--- config.mk ---
export PLATFORM = sky130hd
export DESIGN_NAME = rcmt_dot
export DESIGN_NICKNAME = d
export VERILOG_FILES = /design/src/hdl/assert_macros.svh /design/src/hdl/rcmt_pkg.sv /design/src/hdl/rcmt_dot.sv
export SDC_FILE = /design/constraint.sdc
export NUM_CORES = 1
export LEC_CHECK = 0
export ABC_AREA = 1
export BUFFER_PORTS_ARGS = -buffer_cell sky130_fd_sc_hd__buf_2
export CORE_UTILIZATION = 59
export DETAILED_ROUTE_END_ITERATION = 10
export PLACE_DENSITY = 0.9
export SLEW_MARGIN = 30
export SYNTH_ARGS = -nofsm -noshare
export SYNTH_HDL_FRONTEND = slang
export SYNTH_SLANG_ARGS = --single-unit
--- constraint.sdc ---
create_clock -name clk_i -period 4.4 [get_ports clk_i]
set_clock_uncertainty 0.05 [all_clocks]
set_input_delay 0.44 -clock clk_i [delete_from_list [all_inputs] [get_ports clk_i]]
set_output_delay 0.44 -clock clk_i [all_outputs]
set_load 0.02 [all_outputs]
--- src/hdl/assert_macros.svh ---
// Assertion macros for the RTL.
// Needs clk_i and rst_ni in the scope where a macro is used.
`ifndef ASSERT_MACROS_SVH
`define ASSERT_MACROS_SVH

// Plain clocked property, disabled while reset is active.
`define ASSERT_CLK(lbl, prop, msg) \
  lbl: assert property (@(posedge clk_i) disable iff (!rst_ni) (prop)) else $error(msg);

// Implication from a condition to a property, disabled while reset is active.
`define ASSERT_IMPLY(lbl, cond, prop, msg) \
  lbl: assert property (@(posedge clk_i) disable iff (!rst_ni) (cond) |-> (prop)) \
    else $error(msg);

`endif

--- src/hdl/rcmt_pkg.sv ---
// Shared types and constants for the RGBA color matrix transform.
// No dependencies.
package rcmt_pkg;

  localparam int unsigned NUM_CH  = 4;
  localparam int unsigned CHAN_W  = 8;
  localparam int unsigned COEFF_W = 16;
  localparam int unsigned ROW_W   = NUM_CH * COEFF_W;
  // 16b signed coefficient times 9b signed (zero-extended) channel
  localparam int unsigned PROD_W  = COEFF_W + CHAN_W + 1;
  localparam int unsigned PAIR_W  = PROD_W + 1;
  localparam int unsigned ACC_W   = PROD_W + 2;
  localparam int unsigned IDX_W   = 2;

  localparam logic [CHAN_W-1:0] CH_MAX = 8'hFF;
  localparam logic [CHAN_W-1:0] CH_MIN = 8'h00;

  typedef logic [ROW_W-1:0] row_t;
  typedef logic [NUM_CH-1:0][CHAN_W-1:0] pixel_t;
  typedef logic signed [ACC_W-1:0] acc_t;

  typedef enum logic [IDX_W-1:0] {
    REG_ROW_RED   = 2'd0,
    REG_ROW_GREEN = 2'd1,
    REG_ROW_BLUE  = 2'd2,
    REG_ROW_ALPHA = 2'd3
  } cfg_idx_e;

endpackage

--- src/hdl/rcmt_dot.sv ---
// One output channel: four-term dot product of a coefficient row and a pixel.
// Three register stages: products, pair sums, total. Uses rcmt_pkg.
module rcmt_dot (
  input  logic            clk_i,
  input  rcmt_pkg::row_t   row_i,
  input  rcmt_pkg::pixel_t px_i,
  output rcmt_pkg::acc_t   sum_o
);
  import rcmt_pkg::*;

  logic signed [PROD_W-1:0] prod_d [NUM_CH];
  logic signed [PROD_W-1:0] prod_q [NUM_CH];
  logic signed [PAIR_W-1:0] pair_d [2];
  logic signed [PAIR_W-1:0] pair_q [2];
  acc_t                     sum_d;
  acc_t                     sum_q;

  always_comb begin
    for (int k = 0; k < NUM_CH; k++) begin
      prod_d[k] = PROD_W'($signed(row_i[COEFF_W*k +: COEFF_W]))
                * PROD_W'($signed({1'b0, px_i[k]}));
    end
    pair_d[0] = PAIR_W'(prod_q[0]) + PAIR_W'(prod_q[1]);
    pair_d[1] = PAIR_W'(prod_q[2]) + PAIR_W'(prod_q[3]);
    sum_d     = ACC_W'(pair_q[0]) + ACC_W'(pair_q[1]);
  end

  always_ff @(posedge clk_i) begin
    prod_q <= prod_d;
    pair_q <= pair_d;
    sum_q  <= sum_d;
  end

  assign sum_o = sum_q;

endmodule

## Word level (Yosys, flattened, before mapping)

Cells that the tools add are included.

| cells by class | value |
|---|---|
| add/sub/neg operators | 3 |
| multiply operators | 4 |

Operator list:

| cell | count |
|---|---|
| $mul A16 B9 Y25 | 4 |
| $add A25 B25 Y26 | 2 |
| $add A26 B26 Y27 | 1 |

| storage, ports and cells | value |
|---|---|
| flip-flop bits (word level) | 179 |
| word-level logic and storage cells | 14 |

## Depth between registers and ports, before layout

| depth | value |
|---|---|
| depth after elaboration | 1 |
| mapped depth | 23 |

## Worst setup path before layout

No wires, ideal clock.

| timing | value |
|---|---|
| kind | input to register |
| start | input px_i[26] (netlist bit) |
| end | register prod_q[21] (netlist bit) |
| arrival | 4180 ps |
| slack | 57 ps |
| cell stages on the path | 16 |
| buffers on the path | 2 |
| cells stage by stage | clkbuf_1 -> clkbuf_1 -> nand2_1 -> fa_1 -> inv_1 -> fa_1 -> fa_1 -> inv_1 -> fa_1 -> inv_1 -> ha_1 -> nand2_1 -> nor3_1 -> nand3_1 -> nand4_1 -> nand2_1 |

RTL lines:

| element | RTL line | source |
|---|---|---|
| start, declared | rcmt_dot.sv:6 | `input rcmt_pkg::pixel_t px_i,` |
| end signal, assigned | rcmt_dot.sv:29 | `prod_q <= prod_d;` |
| end, declared | rcmt_dot.sv:12 | `logic signed [PROD_W-1:0] prod_q [NUM_CH];` |

==> flow_summary_export.csv <==
group,metric,value,unit
status,status,"finished, final reports clean",
finish,multiInputGateArea,20900,um^2
placement,place_hpwl,58.1,mm
route,post_drt_wl_per_cell,13.4,um
timing,worst_pin_slew,0.393,ns
finish,final_common_cell,"nand2_1",
route,drc,0,
cts,cts_setup_buffers,0,
worst_setup_path,path_common_cell,"fa_1",
placement,gp_congestion,0.953,
worst_setup_path,worstPathCellList,"buf_2 -> nand2_1 -> fa_1 -> inv_1 -> fa_1 -> fa_1 -> inv_1 -> fa_1 -> inv_1 -> ha_1 -> nand2_1 -> nor3_1 -> nand3_1 -> nand4_1 -> nand2_1",
power_and_ir_drop,power.density,756,nW/um^2
timing,slew_violations,0,
cts,cts-resized-gates,0,
floorplan,die-height,226,um
placement,io_buffers,123,
global_routing,grt-ovfl-total,0,
worst_setup_path,worstSetupEndpointType,"flop",
floorplan,die_w,226,um
route,dr.first_iter.drc_count,1638,
cts,clock_latency,0.44,ns
timing,clock.fmax,244,MHz
job,drv_cap,0,
synthesis,ys_seq_elements,179,
finish,final_nets,5153,
cts,clk_pin_slew,0.08,ns
synthesis,synth_top_area_share,0.278,
global_routing,grt_usage,0.278,
power_and_ir_drop,p_clk_frac,0.066,
synthesis,synth-async-reset-ratio,0,
floorplan,core,49300,um^2
synthesis,synth_cells,4330,
synthesis,yosys.area.top_type,"fa_1",
floorplan,rows,81,
global_routing,grt_pass1_wl,117,mm
worst_setup_path,worst_ep_arrival_time,4.39,ns
cts,cts.sinks,179,
worst_setup_path,cp_top_family,"adder cells",
power_and_ir_drop,p_sw_frac,0.566,
cts,cts_tree,"built",
finish,syn_to_final_growth,6.02,%
cts,clock-root-buffer,"clkbuf_16",
timing,finalCritPeriodShare,0.931,
timing,finalSetupViolations,0,
timing,slew_headroom,0.738,
global_routing,grt_pass1_vias,25736,
finish,layout_common_cells,"nand2_1, inv_1, fa_1",
synthesis,syn_nets,5114,
route,via_per_inst,5.05,
worst_setup_path,start_kind,"primary input",
timing,rsz0062_at_grt,"false",
synthesis,yosysWarnings,0,
route,finalWirelength,67.4,mm
cts,ctsHoldBuffers,0,
timing,fin_ws,0.305,ns
worst_setup_path,required,4.70,ns
synthesis,synthFlopType,"dfxtp_1",
worst_setup_path,crit_slowest_cell,"fa_1",
worst_setup_path,cp_max_fo,16,
placement,dp_slack,-0.128,ns
floorplan,initial_core_util,0.602,
power_and_ir_drop,p_int,10.3,mW
floorplan,die_area,51200,um^2
synthesis,syn_avg_cell_area,6.85,um^2
finish,seq_area,3580,um^2
route,ant_nets,0,
synthesis,synth_edf_count,0,
power_and_ir_drop,switching_power,13.5,mW
synthesis,ys_types,33,
timing,finalHoldViolCount,0,
timing,min_period,4.10,ns
route,firstDrtPassIters,6,
synthesis,synth_area,29600,um^2
power_and_ir_drop,comb_power_share,0.806,
power_and_ir_drop,p_leak,20.0,nW
cts,htreeDepth,4,
synthesis,yosys-top-cells-area,"fa_1, nand2_1, inv_1",
route,vias,25474,
cts,cts_buffers,17,
global_routing,grt_max_degree,20,
power_and_ir_drop,p_seq_frac,0.128,
finish,drive_gt1_frac,0.0566,
finish,fillers,4235,
synthesis,ys_seq_area_frac,0.121,
power_and_ir_drop,ir_drop,0.389,mV
worst_setup_path,slowest_delay,0.69,ns
min_path,hold_path_class,"primary input to flop",
power_and_ir_drop,power.total,23.8,mW
worst_setup_path,crit_type,"primary input to flop",
worst_setup_path,path_buf_inv,4,
floorplan,io_pins,124,
global_routing,grt_antenna_before_repair,0,
cts,clock_path_buffers,2,
-- power by group through the flow --
stage | logic [mW] | registers (mW) | clock network [mW]
after floorplan | 14.1 | 3.06 | 0
after global placement | 18.2 | 3.06 | 0
after detailed placement | 18.8 | 3.07 | 0
after CTS | 18.9 | 3.04 | 1.59
after global routing | 21.9 | 3.10 | 1.66
final | 19.2 | 3.05 | 1.57
-- layer usage --
metal  wire length, um  up-vias  GRT usage
met1             29000    11946      0.366
li1                  -    12511          -
met4              1230        0     0.0650
met5                 0        -          0
met3              4390      122     0.0275
met2             32800      895      0.492
-- path summary, 6_finish.rpt --
check | startpoint | end | slack (ns) | depth (start not counted)
worst max-delay path | px_i[9] | prod_q[73]$_DFF_P_ | 0.30 | 15
worst min-delay path | row_i[48] | prod_q[0]$_DFF_P_ | 0.26 | 3
worst max register to register | prod_q[25]$_DFF_P_ | pair_q[24]$_DFF_P_ | 2.20 | 11
worst min register to register | pair_q[26]$_DFF_P_ | sum_o[0]$_DFF_P_ | 0.40 | 1
-- synth_stat cells (8+ instances only) --
master and n:
inv_1 1242, nor3_1 8, ha_1 276, nor2_2 21, nor2_1 162, nand2_2 14
nand4_1 45, a21oi_1 127, xnor2_1 28, fa_1 411, xor2_1 64, nand3_1 150
dfxtp_1 179, o21ai_0 33, nand2_1 1363, nor3_2 9, and2_1 16, clkbuf_1 128
o21bai_1 9
-- stage by stage --
| step | util | hold slack (ns) | TNS (ns) | std cells | cell area (um^2) |
|---|---|---|---|---|---|
| final | 0.638 | 0.257 | 0 | 5047 | 31400 |
| after floorplan | - | 0.370 | 0 | 4330 | 29600 |
| after global placement | 0.626 | 0.400 | 0 | 5014 | 30800 |
| after CTS | 0.638 | 0.243 | 0 | 5046 | 31400 |
| after global routing | 0.638 | 0.273 | 0 | 5046 | 31400 |
| after detailed placement | 0.626 | 0.385 | -0.834 | 5014 | 30800 |
-- cells by family (layout without fill, tap and decap cells) --
family / count (synthesis) / after routing / synth area share
compound gates: 180 / 180 / 0.0321
xor+xnor: 92 / 92 / 0.0272
fa+ha+maj: 687 / 687 / 0.394
buf+inv: 1376 / 1428 / 0.174
flops: 179 / 179 / 0.121
other cells: 0 / 1 / 0
simple gates: 1816 / 1816 / 0.252
-- cell type report --
class                      count  area share
timing repair buffer         148      0.0260
multi-input combinational   2775       0.665
antenna                        1   0.0000796
sequential                   179       0.114
inverter                    1248       0.149
clock inverter                15     0.00605
clock buffer                  17      0.0135
tap                          664      0.0264
-- registers in the layout, summed over array words and instances (netlist names) --
register and cells:
pair_q 52, prod_q 100, sum_o 27
-- tightest hold or removal path, delay by kind of cell --
family	cells	cell delay (ns)
buf+inv	2	0.18
simple gates	1	0.07
(Power assumes the default switching activity.)
