## src/hdl/assert_macros.svh

```systemverilog
// Assertion macros for the RTL.
// Needs clk_i and rst_ni in the scope where a macro is used.
`ifndef ASSERT_MACROS_SVH
`define ASSERT_MACROS_SVH

// Plain clocked property, disabled while reset is active.
`define ASSERT_CLK(lbl, prop, msg) \
  lbl: assert property (@(posedge clk_i) disable iff (!rst_ni) (prop)) else $error(msg);

// Implication from a condition to a property, disabled while reset is active.
`define ASSERT_IMPLY(lbl, cond, prop, msg) \
  lbl: assert property (@(posedge clk_i) disable iff (!rst_ni) (cond) |-> (prop)) \
    else $error(msg);

`endif

```

## src/hdl/rcmt_pkg.sv

```systemverilog
// Shared types and constants for the RGBA color matrix transform.
// No dependencies.
package rcmt_pkg;

  localparam int unsigned NUM_CH  = 4;
  localparam int unsigned CHAN_W  = 8;
  localparam int unsigned COEFF_W = 16;
  localparam int unsigned ROW_W   = NUM_CH * COEFF_W;
  // 16b signed coefficient times 9b signed (zero-extended) channel
  localparam int unsigned PROD_W  = COEFF_W + CHAN_W + 1;
  localparam int unsigned PAIR_W  = PROD_W + 1;
  localparam int unsigned ACC_W   = PROD_W + 2;
  localparam int unsigned IDX_W   = 2;

  localparam logic [CHAN_W-1:0] CH_MAX = 8'hFF;
  localparam logic [CHAN_W-1:0] CH_MIN = 8'h00;

  typedef logic [ROW_W-1:0] row_t;
  typedef logic [NUM_CH-1:0][CHAN_W-1:0] pixel_t;
  typedef logic signed [ACC_W-1:0] acc_t;

  typedef enum logic [IDX_W-1:0] {
    REG_ROW_RED   = 2'd0,
    REG_ROW_GREEN = 2'd1,
    REG_ROW_BLUE  = 2'd2,
    REG_ROW_ALPHA = 2'd3
  } cfg_idx_e;

endpackage

```

## src/hdl/rcmt_sat.sv

```systemverilog
// Saturate a fixed-point dot product to an 8-bit channel, registered output.
// Uses rcmt_pkg.
module rcmt_sat #(
  parameter int unsigned COEFF_FRAC_BITS = 12
) (
  input  logic                         clk_i,
  input  rcmt_pkg::acc_t               acc_i,
  output logic [rcmt_pkg::CHAN_W-1:0]  chan_o
);
  import rcmt_pkg::*;

  logic [CHAN_W-1:0] chan_d;
  logic [CHAN_W-1:0] chan_q;
  logic              over;

  // any integer bit at or above 256 set means saturation high
  assign over = |acc_i[ACC_W-2:COEFF_FRAC_BITS+CHAN_W];

  always_comb begin
    if (acc_i[ACC_W-1]) begin
      chan_d = CH_MIN;
    end else if (over) begin
      chan_d = CH_MAX;
    end else begin
      chan_d = acc_i[COEFF_FRAC_BITS +: CHAN_W];
    end
  end

  always_ff @(posedge clk_i) begin
    chan_q <= chan_d;
  end

  assign chan_o = chan_q;

endmodule

```

## config.mk

```make
export PLATFORM = sky130hd
export DESIGN_NAME = rcmt_sat
export DESIGN_NICKNAME = d
export VERILOG_FILES = /design/src/hdl/assert_macros.svh /design/src/hdl/rcmt_pkg.sv /design/src/hdl/rcmt_sat.sv
export SDC_FILE = /design/constraint.sdc
export NUM_CORES = 1
export LEC_CHECK = 0
export BUFFER_PORTS_ARGS = -buffer_cell sky130_fd_sc_hd__buf_4
export CELL_PAD_IN_SITES_DETAIL_PLACEMENT = 1
export CELL_PAD_IN_SITES_GLOBAL_PLACEMENT = 1
export CORE_MARGIN = 2
export CORE_UTILIZATION = 19
export DETAILED_ROUTE_END_ITERATION = 10
export HOLD_SLACK_MARGIN = 0.12
export PLACE_DENSITY_LB_ADDON = 0.1
export SYNTH_ARGS = -nofsm -noshare
export SYNTH_HDL_FRONTEND = slang
export SYNTH_SLANG_ARGS = --single-unit
```

## constraint.sdc

```tcl
create_clock -name clk_i -period 1.8 [get_ports clk_i]
set_input_delay 0.45 -clock clk_i [delete_from_list [all_inputs] [get_ports clk_i]]
set_output_delay 0.45 -clock clk_i [all_outputs]
set_load 0.005 [all_outputs]
```

# Yosys cells after proc, flatten, opt, wreduce, memory -nomap -nowiden
# Index checks and enable logic that the tools add are counted.
dict set report totals {
  word_cells 3
  ff_bits 8
}
dict set report op_classes {
  mux 1
  n_reduce_logical 1
}
# op count
set op_table {}
lappend op_table {{two-way mux 8 bit} 1}
lappend op_table {{OR reduction 6 bit} 1}

# Longest topological paths before layout
dict set report depth {
  depth_word 2
  mapped_depth 3
  mapped_depth_nobuf 2
}

# Worst setup path after synthesis
# OpenSTA, ideal clock, no wires.
dict set report synth_path {
  kind {input to register}
  startpoint {in acc_i[21]}
  endpoint {reg chan_q[0] (netlist: chan_o[0])}
  arrival_ns 0.931
  required_time_ns 1.663
  setup_slack_ns 0.732
  stages 2
  setup_time_ns 0.137
  cell_sequence {nor4_4 -> a21oi_1}
}
dict set report synth_between {
  elab_chain_len 2
}
# element line_no
set synth_lines {}
lappend synth_lines {{start: declaration} rcmt_sat.sv:7} ;# input rcmt_pkg::acc_t acc_i,
lappend synth_lines {{OR reduction 6 bit} rcmt_sat.sv:17} ;# assign over = |acc_i[ACC_W-2:COEFF_FRAC_BITS+CHAN_W];
lappend synth_lines {{two-way mux 8 bit} rcmt_sat.sv:22} ;# end else if (over) begin
lappend synth_lines {{end signal: assignment} rcmt_sat.sv:30} ;# chan_q <= chan_d;
lappend synth_lines {{end: declaration} rcmt_sat.sv:13} ;# logic [CHAN_W-1:0] chan_q;
# Every way passes these cells.
# A chain may end at the register's enable or synchronous reset.

# Worst setup path after layout
dict set report layout_path {
  startpoint {reg chan_q[3] (netlist: chan_o[3])}
  endpoint {out chan_o[3] in the netlist's numbering}
}
# element line_no
set layout_lines {}
lappend layout_lines {{end: declaration} rcmt_sat.sv:8} ;# output logic [rcmt_pkg::CHAN_W-1:0] chan_o
# No word-level cell between the ends.

==> run_summary.xml <==
<?xml version="1.0" encoding="UTF-8"?>
<metrics>
  <group name="clock_network">
    <metric name="htree_depth" unit="">1</metric>
    <metric name="clock_tree.root_cell" unit="">sky130_fd_sc_hd__clkbuf_4</metric>
    <metric name="cts_tree" unit="">done</metric>
    <metric name="clock-sinks" unit="">8</metric>
    <metric name="hold_buffers" unit="">0</metric>
    <metric name="worst_setup_hold_path_clk_slew" unit="ps">50</metric>
    <metric name="cts-root-to-sink-buffers" unit="">2</metric>
    <metric name="postCtsSetupRepairBufs" unit="">0</metric>
    <metric name="cts_inserted_buffers" unit="">3</metric>
    <metric name="cts-resized-gates" unit="">0</metric>
  </group>
  <group name="worst_setup_path">
    <metric name="worstSetupStartpointType" unit="">flop</metric>
    <metric name="required" unit="ps">1350</metric>
    <metric name="timing.critical_path.buf_inv" unit="">1</metric>
    <metric name="critical_path_class" unit="">reg -&gt; out</metric>
    <metric name="crit_chain" unit="">buf_4</metric>
    <metric name="worst_path_largest_cell_delay" unit="ps">300</metric>
    <metric name="cp.arrival" unit="ps">670</metric>
    <metric name="crit_fanout" unit="">1</metric>
    <metric name="worstSetupEndpointType" unit="">primary output</metric>
    <metric name="cp_slowest_cell" unit="">sky130_fd_sc_hd__dfxtp_1</metric>
    <metric name="worst_path_dominant_cell_family" unit="">flip-flops</metric>
  </group>
  <group name="sta">
    <metric name="final.setup.worst_slack" unit="ps">677</metric>
    <metric name="finalMaxSlewViolations" unit="">0</metric>
    <metric name="worstMarginPinSlew" unit="ps">464</metric>
    <metric name="max_freq" unit="MHz">891</metric>
    <metric name="finalSetupViolCount" unit="">0</metric>
    <metric name="hold_viol_final" unit="">0</metric>
    <metric name="rsz0062_at_grt" unit="">false</metric>
    <metric name="timing.final.crit_share" unit="%">62.4</metric>
    <metric name="slew_headroom" unit="%">68.8</metric>
    <metric name="fin_setup_tns" unit="ps">0</metric>
    <metric name="layout_min_cycle_time" unit="ps">1120</metric>
  </group>
  <group name="die">
    <metric name="die_width" unit="um">42.2</metric>
    <metric name="die_area" unit="um^2">1780</metric>
    <metric name="row_count" unit="">13</metric>
    <metric name="initial_core_util" unit="%">20.8</metric>
    <metric name="floorplan.io_pins" unit="">36</metric>
    <metric name="placeableCoreArea" unit="um^2">1330</metric>
    <metric name="dieHeight" unit="um">42.2</metric>
  </group>
  <group name="route">
    <metric name="avgRoutedWirePerCell" unit="um">12.3</metric>
    <metric name="ant_nets" unit="">0</metric>
    <metric name="routed_via_density" unit="">4.58</metric>
    <metric name="totalWireLength" unit="um">814</metric>
    <metric name="detailedRoute.firstPassIterationCount" unit="">4</metric>
    <metric name="drt_iter0_drc" unit="">1</metric>
    <metric name="remaining_drc_errors" unit="">0</metric>
    <metric name="routed-via-count" unit="">302</metric>
  </group>
  <group name="cells_and_area">
    <metric name="area.growth.synth_to_final" unit="%">71.2</metric>
    <metric name="layout_commonest_cell" unit="">sky130_fd_sc_hd__buf_4</metric>
    <metric name="share_of_layout_cells_above_drive_strength_1" unit="%">52.9</metric>
    <metric name="layout.filler_cells" unit="">171</metric>
    <metric name="fin_util" unit="%">35.6</metric>
    <metric name="fin_cells" unit="">66</metric>
    <metric name="diodes" unit="">0</metric>
    <metric name="largest_register_ffs" unit="">8</metric>
    <metric name="most_frequent_cells_in_the_layout" unit="">sky130_fd_sc_hd__buf_4 (23), sky130_fd_sc_hd__nor3_1 (8), sky130_fd_sc_hd__a21oi_1 (8), sky130_fd_sc_hd__dfxtp_1 (8), sky130_fd_sc_hd__clkbuf_4 (3)</metric>
    <metric name="number_of_nets_in_the_final_layout" unit="">81</metric>
  </group>
  <group name="synth">
    <metric name="syn_nets" unit="">56</metric>
    <metric name="synth-seq-cells" unit="">8</metric>
    <metric name="synth_cells" unit="">28</metric>
    <metric name="synth_top_cell_by_area" unit="">sky130_fd_sc_hd__dfxtp_1</metric>
    <metric name="seq_area_frac_synth" unit="%">57.7</metric>
    <metric name="post_synth_instance_area" unit="um^2">278</metric>
    <metric name="synth_area_per_cell" unit="um^2">9.92</metric>
    <metric name="yosysUniqueCellTypes" unit="">7</metric>
    <metric name="synth.area.top_cells" unit="">sky130_fd_sc_hd__dfxtp_1 (58%), sky130_fd_sc_hd__a21oi_1 (14%), sky130_fd_sc_hd__nor3_1 (14%)</metric>
    <metric name="share_of_yosys_cell_area_claimed_by_the_top_area_cell_type" unit="%">57.7</metric>
    <metric name="yosysWarnings" unit="">0</metric>
  </group>
  <group name="global_route">
    <metric name="number_of_antenna_violations_at_the_first_check_in_global_routing" unit="">0</metric>
    <metric name="grt_use_total" unit="%">10.7</metric>
    <metric name="grt_pass1_wl" unit="um">1340</metric>
    <metric name="grt_pass1_vias" unit="">318</metric>
    <metric name="grt_remaining_overflow" unit="">0</metric>
    <metric name="grt_max_degree" unit="">9</metric>
  </group>
  <group name="pwr">
    <metric name="power.clock.fraction" unit="%">34.4</metric>
    <metric name="ir_worst_vdd" unit="uV">230</metric>
    <metric name="comb_power_share" unit="%">16.1</metric>
    <metric name="cellPowerDensity" unit="nW/um^2">808</metric>
    <metric name="finalPower" unit="mW">0.384</metric>
    <metric name="p_sw" unit="mW">0.0830</metric>
    <metric name="power.internal" unit="mW">0.301</metric>
    <metric name="netSwitchingFraction" unit="%">21.6</metric>
    <metric name="static-leakage-power" unit="nW">0.215</metric>
    <metric name="seq_power_share" unit="%">49.5</metric>
  </group>
  <group name="placement">
    <metric name="gp_congestion" unit="">0.613</metric>
    <metric name="numPlacedInstances" unit="">63</metric>
    <metric name="hpwlAfterDp" unit="um">677</metric>
    <metric name="buffer_ports.inserted" unit="">23</metric>
    <metric name="detailedPlace.worstSlack" unit="ps">426</metric>
  </group>
  <group name="status">
    <metric name="status" unit="">complete, no violations</metric>
  </group>
  <group name="job">
    <metric name="cap_violations" unit="">0</metric>
  </group>
  <group name="hold_path">
    <metric name="worstHoldPathType" unit="">in -&gt; reg</metric>
  </group>
</metrics>
[final timing paths]
path | end | depth (start not counted) | startpoint
max | chan_o[3] | 1 | chan_o[3]
min | chan_o[6] | 2 | acc_i[26]
[routing by layer]
metal	GRT usage (%)	wire length, um	up-vias
li1	-	-	145
met1	8.85	290	139
met2	20.0	447	18
met3	5.60	76	0
met4	5.63	0	0
met5	0	0	-
[cell type report]
type | instances | area [um^2] | share of cell area [%]
clock buffer | 3 | 22.5 | 4.74
multi-input combinational | 17 | 101 | 21.3
sequential | 8 | 160 | 33.7
tap | 15 | 18.8 | 3.95
timing repair buffer | 23 | 173 | 36.3
[cell usage after synthesis]
library cell and instances:
sky130_fd_sc_hd__a21oi_1 8, sky130_fd_sc_hd__buf_1 1, sky130_fd_sc_hd__buf_2 1, sky130_fd_sc_hd__buf_4 1, sky130_fd_sc_hd__dfxtp_1 8, sky130_fd_sc_hd__nor3_1 8
sky130_fd_sc_hd__nor4_4 1
[power groups by stage]
stage	Sequential, mW	Clock (mW)	Combinational (mW)
global route	0.191	0.151	0.0675
global placement	0.193	0	0.0605
CTS	0.190	0.139	0.0632
detailed placement	0.194	0	0.0630
floorplan	0.195	0	0.0175
finish	0.190	0.132	0.0619
[cell families after synthesis]
logic type / Yosys count / share of synthesized area [%]
buffers and inverters: 3 / 5.85
and+or+nand+nor: 9 / 22.1
AOI/OAI and AO/OA: 8 / 14.4
DFF: 8 / 57.7
[through the flow]
step | hold WS (ps) | area (um^2)
after global routing | 414 | 475
after floorplan | 616 | 278
after CTS | 422 | 475
final | 428 | 475
after detailed placement | 690 | 453
after global placement | 679 | 453
(Power assumes the default switching activity.)
